[config.mk]
export PLATFORM = sky130hd
export DESIGN_NAME = nlp_mul
export DESIGN_NICKNAME = d
export VERILOG_FILES = /design/src/hdl/nlp_mul.sv
export SDC_FILE = /design/constraint.sdc
export NUM_CORES = 2
export LEC_CHECK = 0
export ABC_CLOCK_PERIOD_IN_PS = 16700
export BUFFER_PORTS_ARGS = -buffer_cell sky130_fd_sc_hd__clkbuf_2
export CAP_MARGIN = 10
export CELL_PAD_IN_SITES_DETAIL_PLACEMENT = 1
export CELL_PAD_IN_SITES_GLOBAL_PLACEMENT = 1
export CORE_MARGIN = 8
export CORE_UTILIZATION = 56
export DETAILED_ROUTE_END_ITERATION = 7
export PLACE_DENSITY = 0.95
export SYNTH_ARGS = -nofsm -noshare
export SYNTH_HDL_FRONTEND = slang
export SYNTH_SLANG_ARGS = --single-unit
[constraint.sdc]
create_clock -name clk -period 16.7 [get_ports clk]
set_clock_uncertainty 0.2 [all_clocks]
set_input_delay 2.505 -clock clk [delete_from_list [all_inputs] [get_ports clk]]
set_output_delay 2.505 -clock clk [all_outputs]
set_load 0.01 [all_outputs]
[src/hdl/nlp_mul.sv]
module nlp_mul (
  input  logic        clk,
  input  logic [31:0] a,
  input  logic [31:0] b,
  output logic [63:0] p_r
);
  always_ff @(posedge clk) begin
    p_r <= {32'b0, a} * {32'b0, b};
  end
endmodule

# Yosys cells after proc, flatten, opt, wreduce, memory -nomap -nowiden
# Index checks and enable logic that the tools add are counted.
[totals]
ff_bits = 64
latch_bits = 0
ram_bits = 0
romBits = 0
word_cells = 2
memories = 0
[op_classes]
add_sub_neg = 0
multipliers = 1
div = 0
magnitude_cmp = 0
eq_ne = 0
shift = 0
muxes = 0
bitwise_logic = 0
reduce_logical = 0
[ops]
columns = ["operator", "count"]
rows = [
  ["$mul A32 B32 Y64", 1],
]

# Longest topological paths before layout
[depth]
depth_word = 1
depth_mapped = 29
ltp_nobuf = 27

# Least setup slack after synthesis
# OpenSTA, ideal clock, no wires.
[synth_timing]
path_kind = "input port to flip-flop"
startpoint = "input a[25]"
endpoint = "register p_r[62]"
setup_time_ns = 0.072
arrival_ns = 9.186
required_ns = 16.428
setup_slack_ns = 7.242
stages = 25
path_buffers = 2
path_cell_list = "clkbuf_1 > nand2_1 > fa_1 > inv_1 > fa_1 > inv_1 > fa_1 > inv_1 > fa_1 > fa_1 > fa_1 > fa_1 > inv_1 > fa_1 > inv_1 > ha_1 > buf_2 > nand4_1 > or4_1 > or3_1 > a31oi_1 > a31o_2 > a211oi_1 > o21ai_1 > xor2_1"
[synth_between]
elab_chain_cells = 1
[synth_lines]
columns = ["element", "line_no", "rtl"]
rows = [
  ["start, declared", "3", "input logic [31:0] a,"],
  ["$mul A32 B32 Y64", "8", "p_r <= {32'b0, a} * {32'b0, b};"],
  ["end signal, assigned", "8", ""],
  ["end, declared", "5", "output logic [63:0] p_r"],
]
# No other way between the ends.

# Worst setup path in the final report
[layout_timing]
startpoint = "input a[14]"
endpoint = "register p_r[62]"
# The elaborated chain is that of the path after synthesis.

==> impl_metrics.tcl <==
set metrics [dict create \
    ys_seq_elements 64 \
    synth_top_area_cell "fa_1" \
    netlist_area_mm2 0.0347 \
    crit_slowest_cell "fa_1" \
    clock_sinks 64 \
    synth_top_cell_area_share_pct 51.7 \
    antenna_found_initial 5 \
    firstDrtPassIters 7 \
    critPathRequiredTime_ns 16.79 \
    io_pins 129 \
    final_nets 4898 \
    synth_common_cells "fa_1 (896), inv_1 (865), and2_1 (602), nand2_1 (480), ha_1 (263)" \
    cts_resized 0 \
    regMostFlops "p_r" \
    maxUsedRoutingLayer "met5" \
    relSlewSlack_pct 28.9 \
    critical_path_class "in -> reg" \
    met1Wirelength_um 43700 \
    post_cts_buffers 0 \
    crit_path_frequent_cell "fa_1" \
    core_mm2 0.0615 \
    critPathLaunch "a[14]" \
    drive_gt1_share_pct 4.57 \
    start_kind "input pin" \
    die_x_um 265 \
    status "completed" \
    hold_depth 3 \
    fp-row-count 91 \
    wirelength_um 152000 \
    slowest_delay_ns 1.03 \
    yosys_warnings 0 \
    fin_crit_ns 12.01 \
    fmax_mhz 83.2 \
    initial_core_util_pct 56.4 \
    wl_met3_um 16900 \
    path_cells "clkbuf_2, nand2_1, fa_1, fa_1, fa_1, fa_1, fa_1, fa_1, fa_1, fa_1, inv_1, ha_1, nand4_1, or4_1, or3_1, a31oi_1, a31o_2, a211oi_1, o21ai_1, xor2_1" \
    post-route-drc-count 0 \
    cap_viol_max_count 0 \
    largestRegisters "p_r (64)" \
    setup_violations 0 \
    synth_edf_count 0 \
    tns_ns 0 \
    wl_per_cell_um 33.9 \
    ctsHoldBuffers 0 \
    endpoint_kind "flip-flop" \
    synth_cell_types 57 \
    yosys-top-cells-area "fa_1 (52%), and2_1 (11%), ha_1 (9.5%), inv_1 (9.4%), nand2_1 (5.2%)" \
    first_iter_violations 3458 \
    ys_dominant_reg_cell "dfxtp_1" \
    grt_max_degree 33 \
    grt.overflow.total 0 \
    rsz0062_at_grt "no" \
    portBuffers 128 \
    crit_fanout 32 \
    htree_num_levels 3 \
    avgSynthCellArea_um2 9.25 \
    clockRootBuffer "clkbuf_16" \
    met2_length_um 71000 \
    syn-num-nets 4972 \
    antenna_left 0 \
    largest_reg_flops 64 \
    syn2layout_area_growth_pct 3.47 \
    die-area_mm2 0.0701 \
    place_hpwl_um 104000 \
    min_period_over_period_pct 71.9 \
    hold_viol_final 0 \
    viasPerCell 6.57 \
    hp-class "in -> reg" \
    clockBufferDepth 2 \
    hold_start "b[0]" \
    clk_pin_slew_ns 0.07 \
    cts_buffers 9 \
    grt_pass1_wl_um 226000 \
    synth-seq-area-share_pct 3.69 \
    final_max_slew_viol_count 0 \
    hold_path_end "p_r[0]" \
    first_global_vias 35000 \
    synth_most_common_cell "fa_1" \
    netlist_instances 3748 \
    worst_slew_pin_slew_ns 1.07 \
    tritoncts "done" \
    place_congestion 0.901 \
    grt_use_total_pct 44.1 \
    die_h_um 265 \
    arrival_ns 12.10 \
    vias 29400 \
    async_reset_ff_share_pct 0 \
]
through the flow:
step	std cells	hold WS (ns)	area [um^2]	worst slack, ns	utilization [%]
floorplan	3748	2.43	34700	7.24	-
global placement	4453	2.69	35500	6.16	57.8
detailed placement	4453	2.70	35500	5.80	57.8
CTS	4469	2.57	35900	5.89	58.3
global route	4473	2.60	35900	4.78	58.4
finish	4474	2.60	35900	4.69	58.4
cells in the final DEF, fill, tap and decap left out, types with 4 or more instances in the layout:
cell type / instances
o21ai_0: 21
and3_1: 14
nand3_1: 10
nand4_1: 23
nor2_1: 20
buf_4: 7
o21a_1: 9
nor3_1: 7
a21oi_1: 63
xor2_1: 25
fa_1: 896
a31oi_1: 12
and2_1: 602
clkbuf_16: 9
inv_1: 865
a221o_1: 4
o21ai_1: 5
diode_2: 5
o21bai_1: 10
nand2_1: 480
dfxtp_1: 64
xnor2_1: 35
clkbuf_2: 128
ha_1: 263
a21o_1: 40
critical path: cells and delay by family:
| kind | cells | cell delay [ns] |
|---|---|---|
| fa+ha+maj | 9 | 5.74 |
| simple gates | 4 | 1.70 |
| compound gates | 4 | 1.15 |
| buf+inv | 2 | 0.74 |
| xor+xnor | 1 | 0.22 |
worst max path at each step:
stage	to	cells past startpoint	slack, ns
after detailed placement	p_r[62]	24	5.80
after CTS	p_r[62]	24	5.89
after floorplan	p_r[62]	25	7.24
final	p_r[62]	20	4.69
after global routing	p_r[62]	20	4.78
after global placement	p_r[62]	23	6.16
cell type report:
cell class | count | area, um^2
inverter | 865 | 3250
timing repair buffer | 135 | 693
sequential | 64 | 1280
clock inverter | 7 | 119
clock buffer | 9 | 225
tap | 790 | 988
multi-input combinational | 2599 | 29300
fill | 6973 | 25600
antenna | 5 | 12.5
layer usage:
metal / track usage, % / vias to the layer above
met4: 45.6 / 2
met3: 14.5 / 1328
li1: - / 10700
met1: 44.0 / 14600
met5: 0 / -
met2: 70.4 / 2721
cell families (layout without fill, tap and decap cells):
kind of cell	after synthesis	in the layout	share of synthesized area (%)
AOI/OAI and AO/OA	202	202	4.15
adders and majority gates	1159	1159	61.2
xor gates and xnor gates	60	60	1.52
buffers and inverters	1085	1016	11.8
muxes	1	1	0.0289
other	0	5	0
and+or+nand+nor	1177	1177	17.6
DFF	64	64	3.69
Power is not shown: default switching activity piles up to over one toggle a cycle in this logic, so the estimate is an artifact.
