$ cat src/hdl/nlp_div.sv
module nlp_div (
  input  logic               clk,
  input  logic               rst_n,
  input  logic               start,
  input  logic [63:0]        dividend,
  input  logic [63:0]        divisor,
  output logic               done_r,
  output logic [63:0]        quot_r
);
  logic [64:0] rem_r;
  logic [6:0]  cnt_r;
  logic        busy_r;
  logic [64:0] rem_sh;

  assign rem_sh = {rem_r[63:0], quot_r[63]};

  always_ff @(posedge clk) begin
    if (!rst_n) begin
      busy_r <= 1'b0;
      done_r <= 1'b0;
      cnt_r  <= '0;
    end else begin
      done_r <= 1'b0;
      if (start) begin
        busy_r <= 1'b1;
        cnt_r  <= 7'd64;
        rem_r  <= '0;
        quot_r <= dividend;
      end else if (busy_r) begin
        if (rem_sh >= {1'b0, divisor}) begin
          rem_r  <= rem_sh - {1'b0, divisor};
          quot_r <= {quot_r[62:0], 1'b1};
        end else begin
          rem_r  <= rem_sh;
          quot_r <= {quot_r[62:0], 1'b0};
        end
        cnt_r <= cnt_r - 7'd1;
        if (cnt_r == 7'd1) begin
          busy_r <= 1'b0;
          done_r <= 1'b1;
        end
      end
    end
  end
endmodule

$ cat config.mk
export PLATFORM = sky130hd
export DESIGN_NAME = nlp_div
export DESIGN_NICKNAME = d
export VERILOG_FILES = /design/src/hdl/nlp_div.sv
export SDC_FILE = /design/constraint.sdc
export NUM_CORES = 1
export LEC_CHECK = 0
export BUFFER_PORTS_ARGS = -buffer_cell sky130_fd_sc_hd__buf_2
export CAP_MARGIN = 20
export CORE_ASPECT_RATIO = 1.2
export CORE_MARGIN = 2
export CORE_UTILIZATION = 63
export CTS_BUF_LIST = sky130_fd_sc_hd__clkbuf_4
export DETAILED_ROUTE_END_ITERATION = 10
export PLACE_DENSITY = 0.9
export SLEW_MARGIN = 40
export SYNTH_ARGS = -nofsm -noshare
export SYNTH_HDL_FRONTEND = slang
export SYNTH_SLANG_ARGS = --single-unit
$ cat constraint.sdc
create_clock -name clk -period 10.5 [get_ports clk]
set_input_delay 1.575 -clock clk [delete_from_list [all_inputs] [get_ports clk]]
set_output_delay 1.575 -clock clk [all_outputs]
set_load 0.01 [all_outputs]
# After elaboration in Yosys (flattened, before gate mapping)
# Cells that the tools add are included.
# totals
inputBits	131
ff_bits	137
elab_cells	27
out_inout_bits	65
# op_classes
muxes	11
eq_ne	1
n_addsub	2
n_bitwise	2
n_reduce_logical	4
n_lt_le_gt_ge	1
# ops
operator	n
$mux 64	4
$ge 65x64->1	1
$sub 64x64->64	1
$mux 7	2
$eq 7x1->1 const B	1
$sub 7x1->7 const B	1
$mux 1	5
$reduce_or 3->1	1
$not 1->1	2
$reduce_and 2->1	1
$reduce_bool 2->1	1
$reduce_or 2->1	1

# Depth between registers and ports, before layout
# logic_depth
word_depth	4
mapped_depth	15
ltp_nobuf	13

# Least setup slack after synthesis
# Ideal clock, no wire load.
# synth_timing
path_type	input-to-reg
startpoint	input start
endpoint	register busy_r
t_required_ns	10.429
stages	3
setup_slack_ns	5.203
arrival_time_ns	5.226
setup_time_ns	0.071
n_path_buf	1
path_cell_list	clkbuf_1 o21a_1 o41a_1
# synth_between
elab_chain_len	1
# synth_rtl
element	line_no	text
from (decl)	4	input logic start,
$mux 1	24	if (start) begin
to (signal assigned)	19	busy_r <= 1'b0;
to (signal assigned)	25	busy_r <= 1'b1;
to (signal assigned)	39	busy_r <= 1'b0;
to (decl)	12	logic busy_r;
# Every way passes these cells.
# A chain may end at the register's enable or synchronous reset.

# Final worst setup path
# layout_timing
startpoint	input divisor[49]
endpoint	register rem_r[6], data pin
# layout_between
elab_chain_len	3
# layout_rtl
element	line_no	text
from (decl)	6	input logic [63:0] divisor,
$ge 65x64->1	30	if (rem_sh >= {1'b0, divisor}) begin
$mux 64	30	
$mux 64	29	end else if (busy_r) begin
to (signal assigned)	31	rem_r <= rem_sh - {1'b0, divisor};
to (signal assigned)	34	rem_r <= rem_sh;
to (decl)	10	logic [64:0] rem_r;
# Every way passes these cells. The select of a mux whose other input is x is not followed.

==> results.sh <==
export IMPL_numPortBuffers=195
export IMPL_grt_pass1_vias=8615
export IMPL_synthMuxAreaShare=0.110
export IMPL_synth_seq_area_share=0.391
export IMPL_finalCriticalPeriod_ns=4.84
export IMPL_cts_hold_buf=0
export IMPL_placed_area_mm2=0.0113
export IMPL_avgRoutedWirePerCell_um=18.3
export IMPL_grt_use_met2=0.534
export IMPL_clk_pin_slew_ns=0.14
export IMPL_max_freq_mhz=207
export IMPL_syn_area_mm2=0.0103
export IMPL_drt_total_wl_um=26500
export IMPL_vdd_ir_drop_max_v=0.0000975
export IMPL_drt_initial_drc_count=729
export IMPL_num_vias=8951
export IMPL_yosys_warnings=0
export IMPL_start_kind="input port"
export IMPL_fin_skew_ns=0.0209
export IMPL_die_width_um=121
export IMPL_finalSetupViolations=0
export IMPL_root_buffer="clkbuf_4"
export IMPL_clockBufferDepth=2
export IMPL_synth_compound_area_frac=0.168
export IMPL_rows=51
export IMPL_setup_tns_ns=0
export IMPL_overflow=0
export IMPL_antenna_found_initial=2
export IMPL_ios=196
export IMPL_synth_edff_count=128
export IMPL_status="finished clean"
export IMPL_required_ns=10.81
export IMPL_min_period_over_period=0.461
export IMPL_start_util=0.640
export IMPL_ys_flop_type="edfxtp_1"
export IMPL_crit_fanout=57
export IMPL_first_pass_iters=7
export IMPL_dp_hpwl_um=19900
export IMPL_tightest_slew_ns=0.815
export IMPL_synth_distinct_cells=68
export IMPL_layout_drive_gt1_share=0.263
export IMPL_yosys_area_share_adder=0.0822
export IMPL_grtUsageTotal=0.305
export IMPL_core_area_mm2=0.0161
export IMPL_postCtsSetupRepairBufs=0
export IMPL_yosysTopAreaCell="edfxtp_1"
export IMPL_fin_area_mm2=0.0116
export IMPL_nNetsFinal=1421
export IMPL_cts_resized=0
export IMPL_grt_max_degree=76
export IMPL_drtAntennaViolNets=0
export IMPL_critPathArrivalTime_ns=5.15
export IMPL_synth_top_area_share=0.374
export IMPL_p_leak_uw=0.00510
export IMPL_slowest_delay_ns=0.74
export IMPL_grt_busiest_layer="met2"
export IMPL_worst_setup_path_end_kind="flip-flop"
export IMPL_drv_slew=0
export IMPL_yosysMostFrequentCell="edfxtp_1"
export IMPL_grt_pass1_wl_um=41700
export IMPL_synth_nets=1261
export IMPL_drv_cap=0
export IMPL_gp_congestion=0.937
export IMPL_remaining_drc_errors=0
export IMPL_crit_chain="buf_2 > inv_1 > ha_1 > and3_1 > nand2_1 > nor4_1 > or4b_1 > o21ai_1 > o21bai_4 > buf_4 > mux2i_1 > nor2_1"
export IMPL_cts_made_buffers=17
export IMPL_die_area_mm2=0.0174
export IMPL_area_delta_synth_final_pct=12.9
export IMPL_hold_violations=0
export IMPL_synth_area_top_cells="edfxtp_1 (37%), ha_1 (8.0%), mux2_2 (7.0%)"
export IMPL_vias_per_cell=6.18
export IMPL_ys_ff_latch=137
export IMPL_synth_top_family_by_area="compound AO/OA/AOI/OAI gates"
export IMPL_cts_tree="built"
export IMPL_gr_usage_met1=0.356
export IMPL_hold_path_class="flip-flop to flip-flop"
export IMPL_syn_instance_count=1063
export IMPL_max_slew_margin=0.449
export IMPL_htreeDepth=4
export IMPL_yosys_top_cells_count="edfxtp_1 (128), nor2_1 (106), inv_1 (89), a21oi_1 (79), nand2_1 (67)"
export IMPL_synth_xor_area_frac=0.0536
export IMPL_slowest_stage="buf_4"
export IMPL_use_met3=0.0765
export IMPL_ys_async_sr_fraction=0
export IMPL_path_class="input port to flip-flop"
export IMPL_insertion_delay_ns=0.58
export IMPL_rsz0062_at_grt="false"
export IMPL_power_density_mw_per_mm2=145
export IMPL_die_height_um=144
export IMPL_yosys_area_share_simple=0.133
export IMPL_synth_area_per_cell_um2=9.68
export IMPL_clock_sinks=137
-- path summary, 6_finish.rpt --
path	depth (start not counted)	to	start	slack, ns
max reg2reg	10	rem_r[6]	rem_r[48]	6.33
max	12	rem_r[6]	divisor[49]	5.66
min reg2reg	1	done_r	cnt_r[6]	0.51
min	1	done_r	cnt_r[6]	0.51
-- layout by cell type, fill, tap and decap left out, types with 4 or more instances in the layout --
cell type and count:
xor2_1 24, ha_1 66, nand4_1 26, and2_1 5, nor2b_1 9, o211ai_1 4
a211oi_1 5, or3_1 6, a21boi_0 4, nand2b_1 6, inv_1 89, mux2_2 64
o31ai_1 5, nor3_1 16, a211oi_2 19, o41ai_1 5, a21oi_1 79, nand3_1 24
xnor2_1 39, nor4_1 6, clkbuf_4 17, and3_1 6, o21ai_0 37, buf_2 194
mux2i_1 40, o21a_1 8, inv_6 6, nand2_1 67, nor2_1 106, edfxtp_1 128
inv_8 4, or4_1 5, a21o_1 31, a31oi_1 13, o21bai_1 8, dfxtp_1 9
-- critical path: cells and delay by family --
kind | cells | cell delay, ns
AOI/OAI and AO/OA | 2 | 0.43
and+or+nand+nor | 5 | 1.55
muxes | 1 | 0.29
adders and majority gates | 1 | 0.42
buffers and inverters | 3 | 0.84
-- registers in the layout (all words and copies together) (netlist names) --
| register | cells |
|---|---|
| rem_r | 64 |
| cnt_r | 7 |
| quot_r | 64 |
| done_r | 1 |
| busy_r | 1 |
-- power by group --
group	switching (uW)	total (uW)	internal [uW]
logic	359	617	259
clock network	245	377	132
registers	28.9	692	663
total	632	1690	1050
-- per-layer routing --
metal | routed length [um] | vias up
met5 | 15 | -
met4 | 983 | 2
met3 | 2140 | 85
met2 | 13200 | 433
met1 | 10100 | 4210
li1 | - | 4221
-- layout make-up --
type,instances,area [um^2]
repair buffers,199,1040
multi-input cells,779,5650
fillers,1222,4460
flip-flops and latches,137,4020
clock buffers,17,128
clock inverters,15,174
diodes,1,2.50
inverters,89,334
well taps,212,265
-- per-stage QoR --
stage	std cells	util	setup slack [ns]	power, uW	hold WS [ns]
2_1_floorplan	1063	-	5.20	1160	0.440
3_5_place_dp	1415	0.702	4.78	1300	0.494
4_1_cts	1447	0.720	5.40	1680	0.514
6_report	1449	0.722	5.66	1690	0.509
5_1_grt	1449	0.722	5.49	1770	0.546
3_3_place_gp	1415	0.701	4.91	1290	0.476
-- cells by family (layout without fill, tap and decap cells) --
family	after synthesis	count (layout)
AO/OA/AOI/OAI	252	252
other	0	1
buffers and inverters	147	320
adder cells (fa/ha/maj)	67	67
XOR/XNOR	63	63
flip-flops	137	137
AND/OR/NAND/NOR	292	292
multiplexers	105	105
Power figures use the tool's default switching activity.
